===== src/hdl/sscav_pkg.sv =====
package sscav_pkg;

  localparam int SAMPLE_W = 11;
  localparam int CNT_W    = 4;   // sample_count and taken
  localparam int FS_W     = 16;  // full_scale and level
  localparam int ACC_W    = 14;  // running sum, wraps
  localparam int CORR_W   = 11;  // corrected sample, at most 2047
  localparam int LOW_W    = 8;
  localparam int GAIN_W   = 9;
  localparam int ALU_W    = FS_W;

  localparam logic [LOW_W-1:0]  LOW_OFFSET = 8'd21;
  localparam logic [GAIN_W-1:0] GAIN       = 9'd279;
  localparam int                GAIN_SHIFT = 8;

  localparam logic [CNT_W-1:0] COUNT_RESET = 4'd1;
  localparam logic [FS_W-1:0]  FS_RESET    = 16'd1023;

  // configuration register indexes
  localparam logic REG_SAMPLE_COUNT = 1'b0;
  localparam logic REG_FULL_SCALE   = 1'b1;

  typedef struct packed {
    logic [ALU_W-1:0] a;
    logic [ALU_W-1:0] b;
  } sub_op_t;

  typedef struct packed {
    logic [ALU_W-1:0] diff;
    logic             borrow;
  } sub_res_t;

endpackage


===== src/hdl/sscav_corr.sv =====
module sscav_corr (
  input  logic [sscav_pkg::SAMPLE_W-1:0] raw,
  output logic [sscav_pkg::CORR_W-1:0]   corr
);

  logic [sscav_pkg::LOW_W-1:0]                      lo;
  logic [sscav_pkg::LOW_W-1:0]                      lo_off;
  logic [sscav_pkg::LOW_W+sscav_pkg::GAIN_W-1:0]    prod;
  logic [sscav_pkg::LOW_W+sscav_pkg::GAIN_W-1:0]    prod_sh;
  logic [sscav_pkg::CORR_W-1:0]                     trim;

  assign lo      = raw[sscav_pkg::LOW_W-1:0];
  assign lo_off  = lo - sscav_pkg::LOW_OFFSET;
  assign prod    = {{sscav_pkg::GAIN_W{1'b0}}, lo_off} *
                   {{sscav_pkg::LOW_W{1'b0}}, sscav_pkg::GAIN};
  assign prod_sh = prod >> sscav_pkg::GAIN_SHIFT;
  // (234 * 279) >> 8 = 255, so the trim never reaches bit 8
  assign trim    = (lo > sscav_pkg::LOW_OFFSET) ? prod_sh[sscav_pkg::CORR_W-1:0]
                                                : '0;
  assign corr    = {raw[sscav_pkg::SAMPLE_W-1:sscav_pkg::LOW_W],
                    {sscav_pkg::LOW_W{1'b0}}} + trim;

endmodule


===== src/hdl/sscav_sub.sv =====
module sscav_sub (
  input  sscav_pkg::sub_op_t  op,
  output sscav_pkg::sub_res_t res
);

  logic [sscav_pkg::ALU_W:0] full;

  assign full       = {1'b0, op.a} - {1'b0, op.b};
  assign res.diff   = full[sscav_pkg::ALU_W-1:0];
  assign res.borrow = full[sscav_pkg::ALU_W];

endmodule


===== src/hdl/sar_sample_correct_average.sv =====
// Corrects raw 11-bit converter samples and averages them in groups of
// sample_count (1..MAX_SAMPLES; 0 acts as 1, larger values as MAX_SAMPLES).
// Pulse start while busy is low to hand in one sample; the block then stays
// busy to correct and accumulate it, and on the sample that closes its group
// also for restoring division of the 14-bit sum by the count through the
// shared subtractor and for full_scale minus the average on that same
// subtractor. A result is shown on level/underflow for exactly one cycle
// with done high; it must be taken then, there is no way to stall it. When
// the average exceeds full_scale, level is 0 and underflow is 1. Write
// configuration only while busy is low.
module sar_sample_correct_average #(
  parameter int MAX_SAMPLES = 8
) (
  input  logic                          clk,
  input  logic                          rst,
  input  logic                          start,
  output logic                          busy,
  input  logic [sscav_pkg::SAMPLE_W-1:0] sample,
  output logic                          done,
  output logic [sscav_pkg::FS_W-1:0]    level,
  output logic                          underflow,
  input  logic                          cfg_we,
  input  logic                          cfg_idx,
  input  logic [sscav_pkg::FS_W-1:0]    cfg_wdata
);

  localparam int RW     = $clog2(MAX_SAMPLES + 1);
  localparam int STEP_W = $clog2(sscav_pkg::ACC_W);
  localparam logic [sscav_pkg::CNT_W-1:0] MAX_N = sscav_pkg::CNT_W'(MAX_SAMPLES);
  localparam logic [STEP_W-1:0] LAST_STEP = STEP_W'(sscav_pkg::ACC_W - 1);

  localparam logic [1:0] ST_IDLE = 2'd0;
  localparam logic [1:0] ST_CORR = 2'd1;
  localparam logic [1:0] ST_DIV  = 2'd2;
  localparam logic [1:0] ST_FIN  = 2'd3;

  logic [1:0]                      state;
  logic [sscav_pkg::CNT_W-1:0]     sample_count;
  logic [sscav_pkg::FS_W-1:0]      full_scale;
  logic [sscav_pkg::ACC_W-1:0]     acc;
  logic [sscav_pkg::CNT_W-1:0]     taken;
  logic [sscav_pkg::SAMPLE_W-1:0]  smp;
  logic [RW-1:0]                   rem;
  logic [STEP_W-1:0]               step;

  logic [sscav_pkg::CNT_W-1:0]     n;
  logic [sscav_pkg::CORR_W-1:0]    corr;
  logic [sscav_pkg::ACC_W-1:0]     acc_sum;
  logic [sscav_pkg::CNT_W-1:0]     taken_sum;
  logic [RW:0]                     trial;
  sscav_pkg::sub_op_t              op;
  sscav_pkg::sub_res_t             res;

  assign busy = (state != ST_IDLE);

  always_comb begin
    if (sample_count == '0) begin
      n = sscav_pkg::CNT_W'(1);
    end else if (sample_count > MAX_N) begin
      n = MAX_N;
    end else begin
      n = sample_count;
    end
  end

  sscav_corr u_corr (
    .raw  (smp),
    .corr (corr)
  );

  assign acc_sum   = acc + sscav_pkg::ACC_W'(corr);
  assign taken_sum = taken + sscav_pkg::CNT_W'(1);
  assign trial     = {rem, acc[sscav_pkg::ACC_W-1]};

  // shared subtractor: division step, or full_scale minus quotient
  always_comb begin
    if (state == ST_DIV) begin
      op.a = sscav_pkg::ALU_W'(trial);
      op.b = sscav_pkg::ALU_W'(n);
    end else begin
      op.a = full_scale;
      op.b = sscav_pkg::ALU_W'(acc);
    end
  end

  sscav_sub u_sub (
    .op  (op),
    .res (res)
  );

  always_ff @(posedge clk) begin
    if (rst) begin
      state        <= ST_IDLE;
      sample_count <= sscav_pkg::COUNT_RESET;
      full_scale   <= sscav_pkg::FS_RESET;
      acc          <= '0;
      taken        <= '0;
      done         <= 1'b0;
    end else begin
      done <= (state == ST_FIN);
      if (cfg_we) begin
        unique case (cfg_idx)
          sscav_pkg::REG_SAMPLE_COUNT: sample_count <= cfg_wdata[sscav_pkg::CNT_W-1:0];
          sscav_pkg::REG_FULL_SCALE:   full_scale   <= cfg_wdata;
          default:                     ;
        endcase
      end
      unique case (state)
        ST_IDLE: begin
          if (start) begin
            smp   <= sample;
            state <= ST_CORR;
          end
        end
        ST_CORR: begin
          acc   <= acc_sum;
          taken <= taken_sum;
          if (taken_sum < n) begin
            state <= ST_IDLE;
          end else begin
            rem   <= '0;
            step  <= LAST_STEP;
            state <= ST_DIV;
          end
        end
        ST_DIV: begin
          // quotient bits shift into acc from the bottom
          rem  <= res.borrow ? trial[RW-1:0] : res.diff[RW-1:0];
          acc  <= {acc[sscav_pkg::ACC_W-2:0], ~res.borrow};
          step <= step - STEP_W'(1);
          if (step == '0) begin
            state <= ST_FIN;
          end
        end
        ST_FIN: begin
          level     <= res.borrow ? '0 : res.diff;
          underflow <= res.borrow;
          acc       <= '0;
          taken     <= '0;
          state     <= ST_IDLE;
        end
        default: state <= ST_IDLE;
      endcase
    end
  end

endmodule


===== config.mk =====
export PLATFORM = sky130hd
export DESIGN_NAME = sar_sample_correct_average
export DESIGN_NICKNAME = d
export VERILOG_FILES = /design/src/hdl/sscav_pkg.sv /design/src/hdl/sscav_corr.sv /design/src/hdl/sscav_sub.sv /design/src/hdl/sar_sample_correct_average.sv
export SDC_FILE = /design/constraint.sdc
export NUM_CORES = 1
export LEC_CHECK = 0
export BUFFER_PORTS_ARGS = -buffer_cell sky130_fd_sc_hd__buf_2
export CORE_MARGIN = 8
export CORE_UTILIZATION = 25
export DETAILED_ROUTE_END_ITERATION = 8
export GPL_TIMING_DRIVEN = 0
export PLACE_DENSITY = 0.41
export SLEW_MARGIN = 20
export SYNTH_ARGS = -nofsm -noshare
export SYNTH_HDL_FRONTEND = slang
export SYNTH_SLANG_ARGS = --single-unit

===== constraint.sdc =====
create_clock -name clk -period 10.7 [get_ports clk]
set_input_delay 1.605 -clock clk [delete_from_list [all_inputs] [get_ports clk]]
set_output_delay 1.605 -clock clk [all_outputs]
set_load 0.01 [all_outputs]

# Word level (Yosys, flattened, before mapping)
# Index checks and enable logic that the tools add are counted.
[word_totals] out_inout_bits=19 ff_bits=77
[classes] multipliers=1 reduce_logical=13 magnitude_cmp=3 eq_ne=6 add_sub_neg=6 n_bitwise=3 mux=15
[op_table] op="14-bit case mux with 3 select lines" n=1
[op_table] op="32-bit two-way mux" n=1
[op_table] op="4-bit case mux with 2 select lines" n=3
[op_table] op="4-bit two-way mux" n=5
[op_table] op="8-bit by 9-bit multiplier with 17-bit output (second input constant)" n=1
[op_table] op="16-bit by 16-bit subtractor with 17-bit output" n=1
[op_table] op="14-bit by 11-bit adder with 14-bit output" n=1
[op_table] op="11-bit by 9-bit adder with 11-bit output" n=1
[op_table] op="9-bit two-way mux" n=1
[op_table] op="8-bit by 5-bit > comparator with 1-bit output (second input constant)" n=1
[op_table] op="4-bit zero test" n=2
[op_table] op="2-bit case mux with 4 select lines" n=1
[op_table] op="2-bit AND reduction" n=4
[op_table] op="8-bit by 5-bit subtractor with 8-bit output (second input constant)" n=1
[op_table] op="2-bit two-way mux" n=3
[op_table] op="3-bit AND reduction" n=2
[op_table] op="2-bit nonzero test" n=3
[op_table] op="4-bit by 1-bit adder with 4-bit output (second input constant)" n=1
[op_table] op="2-bit equality test (second input constant)" n=2
[op_table] op="4-bit > comparator (second input constant)" n=1
[op_table] op="4-bit less-than comparator" n=1
[op_table] op="2-bit != test (second input constant)" n=2
[op_table] op="4-bit by 1-bit subtractor with 4-bit output (second input constant)" n=1
[op_table] op="1-bit inverter" n=3
[op_table] op="4 further kinds" n=4

# Logic depth before layout (Yosys ltp)
[depth] depth_word=7 depth_mapped=30 mapped_depth_nobuf=30

# Modules after synthesis
# A second synthesis with hierarchy kept.
[hier_totals] hier_cells=740 area_unflattened_um2=6381.1
[modules_own_cells] module="sar_sample_correct_average" cells_per_inst=427 n_inst=1 area_per_inst_um2=3981.3
[modules_own_cells] module="sscav_corr" cells_per_inst=181 n_inst=1 area_per_inst_um2=1482.7
[modules_own_cells] module="sscav_sub" cells_per_inst=132 n_inst=1 area_per_inst_um2=917.1

# Least setup slack after synthesis
# Ideal clock, no wire load.
[synth_timing] path_type="register to register" start="register smp[0] in the netlist's numbering" end="register acc[12] in the netlist's numbering" path_stages_with_launch=28 path_slack_ps=4130 arrival_time_ps=6443 period_less_slack_ps=6570 path_cell_list="edfxtp_1 -> inv_1 -> ha_1 -> nor2b_1 -> o21a_1 -> nor2_1 -> xnor2_1 -> xnor2_1 -> ha_1 -> or2_2 -> fa_1 -> inv_1 -> fa_1 -> inv_1 -> ha_1 -> ha_1 -> nand2_1 -> nor3_1 -> a211o_1 -> or3_1 -> and3b_1 -> fa_1 -> a211oi_1 -> o21bai_1 -> a21boi_1 -> o21ai_0 -> o31a_1 -> or3_1"
[synth_via] elab_chain_cells=6 elab_cells_between_ends=7 cone_classes="add/sub (3); mul (1); order compare (1); mux (2)"
[synth_lines] element="from (decl)" line_no="sar_sample_correct_average.sv:42" source="logic [sscav_pkg::SAMPLE_W-1:0] smp;"
[synth_lines] element="from (signal assigned)" line_no="sar_sample_correct_average.sv:111" source="smp <= sample;"
[synth_lines] element="8-bit by 5-bit subtractor with 8-bit output" line_no="sscav_corr.sv:13" source="assign lo_off = lo - sscav_pkg::LOW_OFFSET;"
[synth_lines] element="8-bit by 9-bit multiplier with 17-bit output" line_no="sscav_corr.sv:14" source="assign prod = {{sscav_pkg::GAIN_W{1'b0}}, lo_off} *"
[synth_lines] element="9-bit two-way mux (*)" line_no="sscav_corr.sv:18" source="assign trim = (lo > sscav_pkg::LOW_OFFSET) ? prod_sh[sscav_pkg::CORR_W-1:0]"
[synth_lines] element="11-bit by 9-bit adder with 11-bit output (*)" line_no="sscav_corr.sv:21" source="{sscav_pkg::LOW_W{1'b0}}} + trim;"
[synth_lines] element="14-bit by 11-bit adder with 14-bit output (*)" line_no="sar_sample_correct_average.sv:71" source="assign acc_sum = acc + sscav_pkg::ACC_W'(corr);"
[synth_lines] element="14-bit case mux with 3 select lines (*)" line_no="sar_sample_correct_average.sv:108" source="unique case (state)"
[synth_lines] element="to (signal assigned)" line_no="sar_sample_correct_average.sv:116" source="acc <= acc_sum;"
[synth_lines] element="to (signal assigned)" line_no="sar_sample_correct_average.sv:129" source="acc <= {acc[sscav_pkg::ACC_W-2:0], ~res.borrow};"
[synth_lines] element="to (decl)" line_no="sar_sample_correct_average.sv:40" source="logic [sscav_pkg::ACC_W-1:0] acc;"
# Every way passes the cells marked *; elsewhere a longest branch is shown, timed or not.
# A chain may end at the register's enable or synchronous reset.

# Worst setup path after layout
[layout_timing] start="register smp[0] in the netlist's numbering" end="register acc[13] in the netlist's numbering"
# Same word-level chain as after synthesis.

==> impl_results.md <==
- Run status: complete, no violations
- Synth Cell Area: a little under 6000 um^2
- Footprint of the multi-input gates: 3660 um^2
- Number of global-route vias before repair: 4631
- Post-synth EDFFs: 36
- Crit start category: flop
- Die H: 168 um
- Post-route setup TNS: 0 ps
- Post-synthesis sequential element count: 77
- Initial DRC count: 250
- Gpl congestion: ~0.80
- Pins Over Slew Limit: 0
- Crit path from: smp[0]
- Clock skew: 8.26 ps
- Worst min-delay path class: flop to flop
- Reg area: 1900 um^2
- Max H-tree Level: 3
- Highest net fanout along the worst path: 5
- Share of layout cells above drive strength 1: a little under an eighth
- R2r setup slk: about 3400 ps
- Via count: roughly 4800
- Most Frequent Cell on Critical Path: ha_1
- R2R cell count: 29
- Relative slew slack: between 20% and 30%
- Ant diodes: 0
- Cts repair resizes: 0
- Hold Path End: full_scale[10]
- CP required: 10960 ps
- Port bufs: between 40 and 50
- Fillers: 2453
- CTS tree: yes
- Kind of critical path: flop to flop
- Fin. Hold Viols: 0
- Initial antenna violation count: 0
- Primary FF master, synth: dfxtp_1
- CTS max path bufs: 2
- Largest net degree at the start of global routing: 16
- CORE AREA: 22700 um^2
- Setup WS pre-CTS: between 3000 and 4000 ps
- Total wire length: between 15 and 20 mm
- CTS Sinks: 77
- Num rows: 55
- RSZ-0062 raised after global routing: no
- Post-Syn Nets: 765
- Nets: approximately 830
- Ys Warns: 0
- Post-DP HPWL: between 10 and 15 mm
- Cell area power density: approximately 200 nW/um^2
- Hold_sp: full_scale[10]
- Residual DRC count: 0
- Fmax: 0.137 GHz
- Clock Pin Slew Worst Setup and Hold Paths: about 70 ps
- Hold Buf Count CTS: 0
- Wire length per cell: approximately 15 um
- Crit end category: flop
- Die area: approximately 28000 um^2
- DR vias/cell: 4.77
- Setup bufs post-CTS: 0
- First-pass GRT wire length: ~24 mm
- Clk root buf: clkbuf_16
- Initial Utilization: approximately a quarter
- Sequential share of the synthesized area: between 30% and 40%
- Final setup violation count: 0
- Period Utilization, post-route: 68.0%
- Clock insertion delay at the later pin of the skew report: 340 ps
- Worst Slack Setup Final: between 3000 and 4000 ps
- FF-to-FF End: acc[13]
- Area Growth Syn to Fin: 16.2%
- Die width: about 170 um
- Worst-Margin Slew: approximately 1100 ps
- Syn Area/Cell: just under 9 um^2
- Max IR drop VDD: roughly 90 uV
- Commonest cells after routing, fill and taps aside: nand2_1 (92), ha_1 (72), nor2_1 (53)
- Max Cap Violations: 0
- Post-synth cell types: 63
- Crit-path slowest cell: a2111oi_2
- RR Startpoint: smp[0]
- Post-Syn Instances: 648
- Post-DRT Antenna Nets: 0
- CTS Buf Count: 9
- CP max stage delay: 520 ps
- Top Ports: 51
- Global-route usage over all layers: a little over a tenth
- Pre-Repair DR Iteration Count: 4
- Commonest non-fill, non-tap cell in the layout: nand2_1
- Min Clock Period, post-route: slightly above 7000 ps
- Leakage: approximately 0.0028 uW
- WP data arrival: roughly 7500 ps
- Overflow after GRT: 0
- Async S/R FF share, synth: 0%
- Hold depth: 2
per-layer routing:
metal | track usage, % | vias up | wire (um) | part of all wire, %
li1 | - | 2426 | - | -
met4 | 3.34 | 0 | 234 | 1.5
met3 | 2.17 | 14 | 544 | 3.5
met2 | 16.7 | 76 | 6820 | 44
met1 | 15.0 | 2257 | 7850 | 51
met5 | 0 | - | 0 | 0
through the flow:
stage | utilization (%) | hold slack, ps | power, uW | cell area [um^2] | instances
detailed placement | 28.3 | 450 | 1070 | 6430 | 985
CTS | 29.7 | 459 | 1390 | 6740 | 1001
floorplan | - | 429 | 902 | 5800 | 648
global route | 29.7 | 478 | 1500 | 6740 | 1001
finish | 29.7 | 454 | 1370 | 6740 | 1001
global placement | 28.2 | 445 | 1050 | 6400 | 982
cell families after synthesis:
kind of cell,count (synthesis),synth area share (%)
AND/OR/NAND/NOR,243,20.0
AO/OA/AOI/OAI,134,15.7
adder cells (fa/ha/maj),85,20.0
flip-flops,77,32.8
buffers and inverters,64,4.23
XOR/XNOR,29,4.51
multiplexers,16,2.76
area by class of cell:
class	instances	share of cell area, %
Buffer	23	1.36
Clock buffer	9	3.34
Clock inverter	7	1.19
Inverter	41	2.28
Multi-Input combinational cell	507	54.3
Sequential cell	77	28.2
Tap cell	285	5.29
Timing Repair Buffer	52	3.98
Yosys cell counts, drive strengths merged (8+ instances only):
| cell | number | area (um^2) |
|---|---|---|
| nand2 | 92 | 345 |
| a21o | 9 | 67.6 |
| nand3 | 9 | 45.0 |
| o21a | 11 | 82.6 |
| dfxtp | 41 | 821 |
| nor2 | 53 | 199 |
| fa | 13 | 260 |
| edfxtp | 36 | 1080 |
| xnor2 | 22 | 200 |
| o21ai | 22 | 114 |
| nor3 | 20 | 100 |
| ha | 72 | 901 |
| clkbuf | 20 | 75.1 |
| mux2i | 16 | 160 |
| inv | 41 | 154 |
| and2 | 16 | 100 |
| nand3b | 13 | 97.6 |
| a21oi | 37 | 185 |
| a211oi | 13 | 97.6 |
| nor2b | 8 | 50.1 |
how the worst max path moves through the flow:
stage,to,slack [ps]
floorplan,acc[12],4130
global placement,acc[12],3390
detailed placement,acc[12],3390
CTS,acc[12],3340
global route,acc[13],2860
finish,acc[13],3430
worst max-delay path, delay by kind of cell (launching register included):
kind	cells	cell delay (ps)
AND/OR/NAND/NOR	7	850
XOR/XNOR	3	790
adder cells (fa/ha/maj)	8	2530
buffers and inverters	3	270
AO/OA/AOI/OAI	8	2270
flip-flops	1	510
state kept, by name, indices dropped and copies added (netlist names), named ones only:
name	cells
smp	11
full_scale	16
sample_count	4
taken	4
state	1
level	16
step	4
underflow	1
rem	4
done	1
acc	14
power breakdown:
group	switching, uW	internal, uW	leakage [uW]
Sequential	24.3	341	0.000660
Clock	137	184	0.000144
Combinational	393	296	0.00203
(Power assumes the default switching activity.)
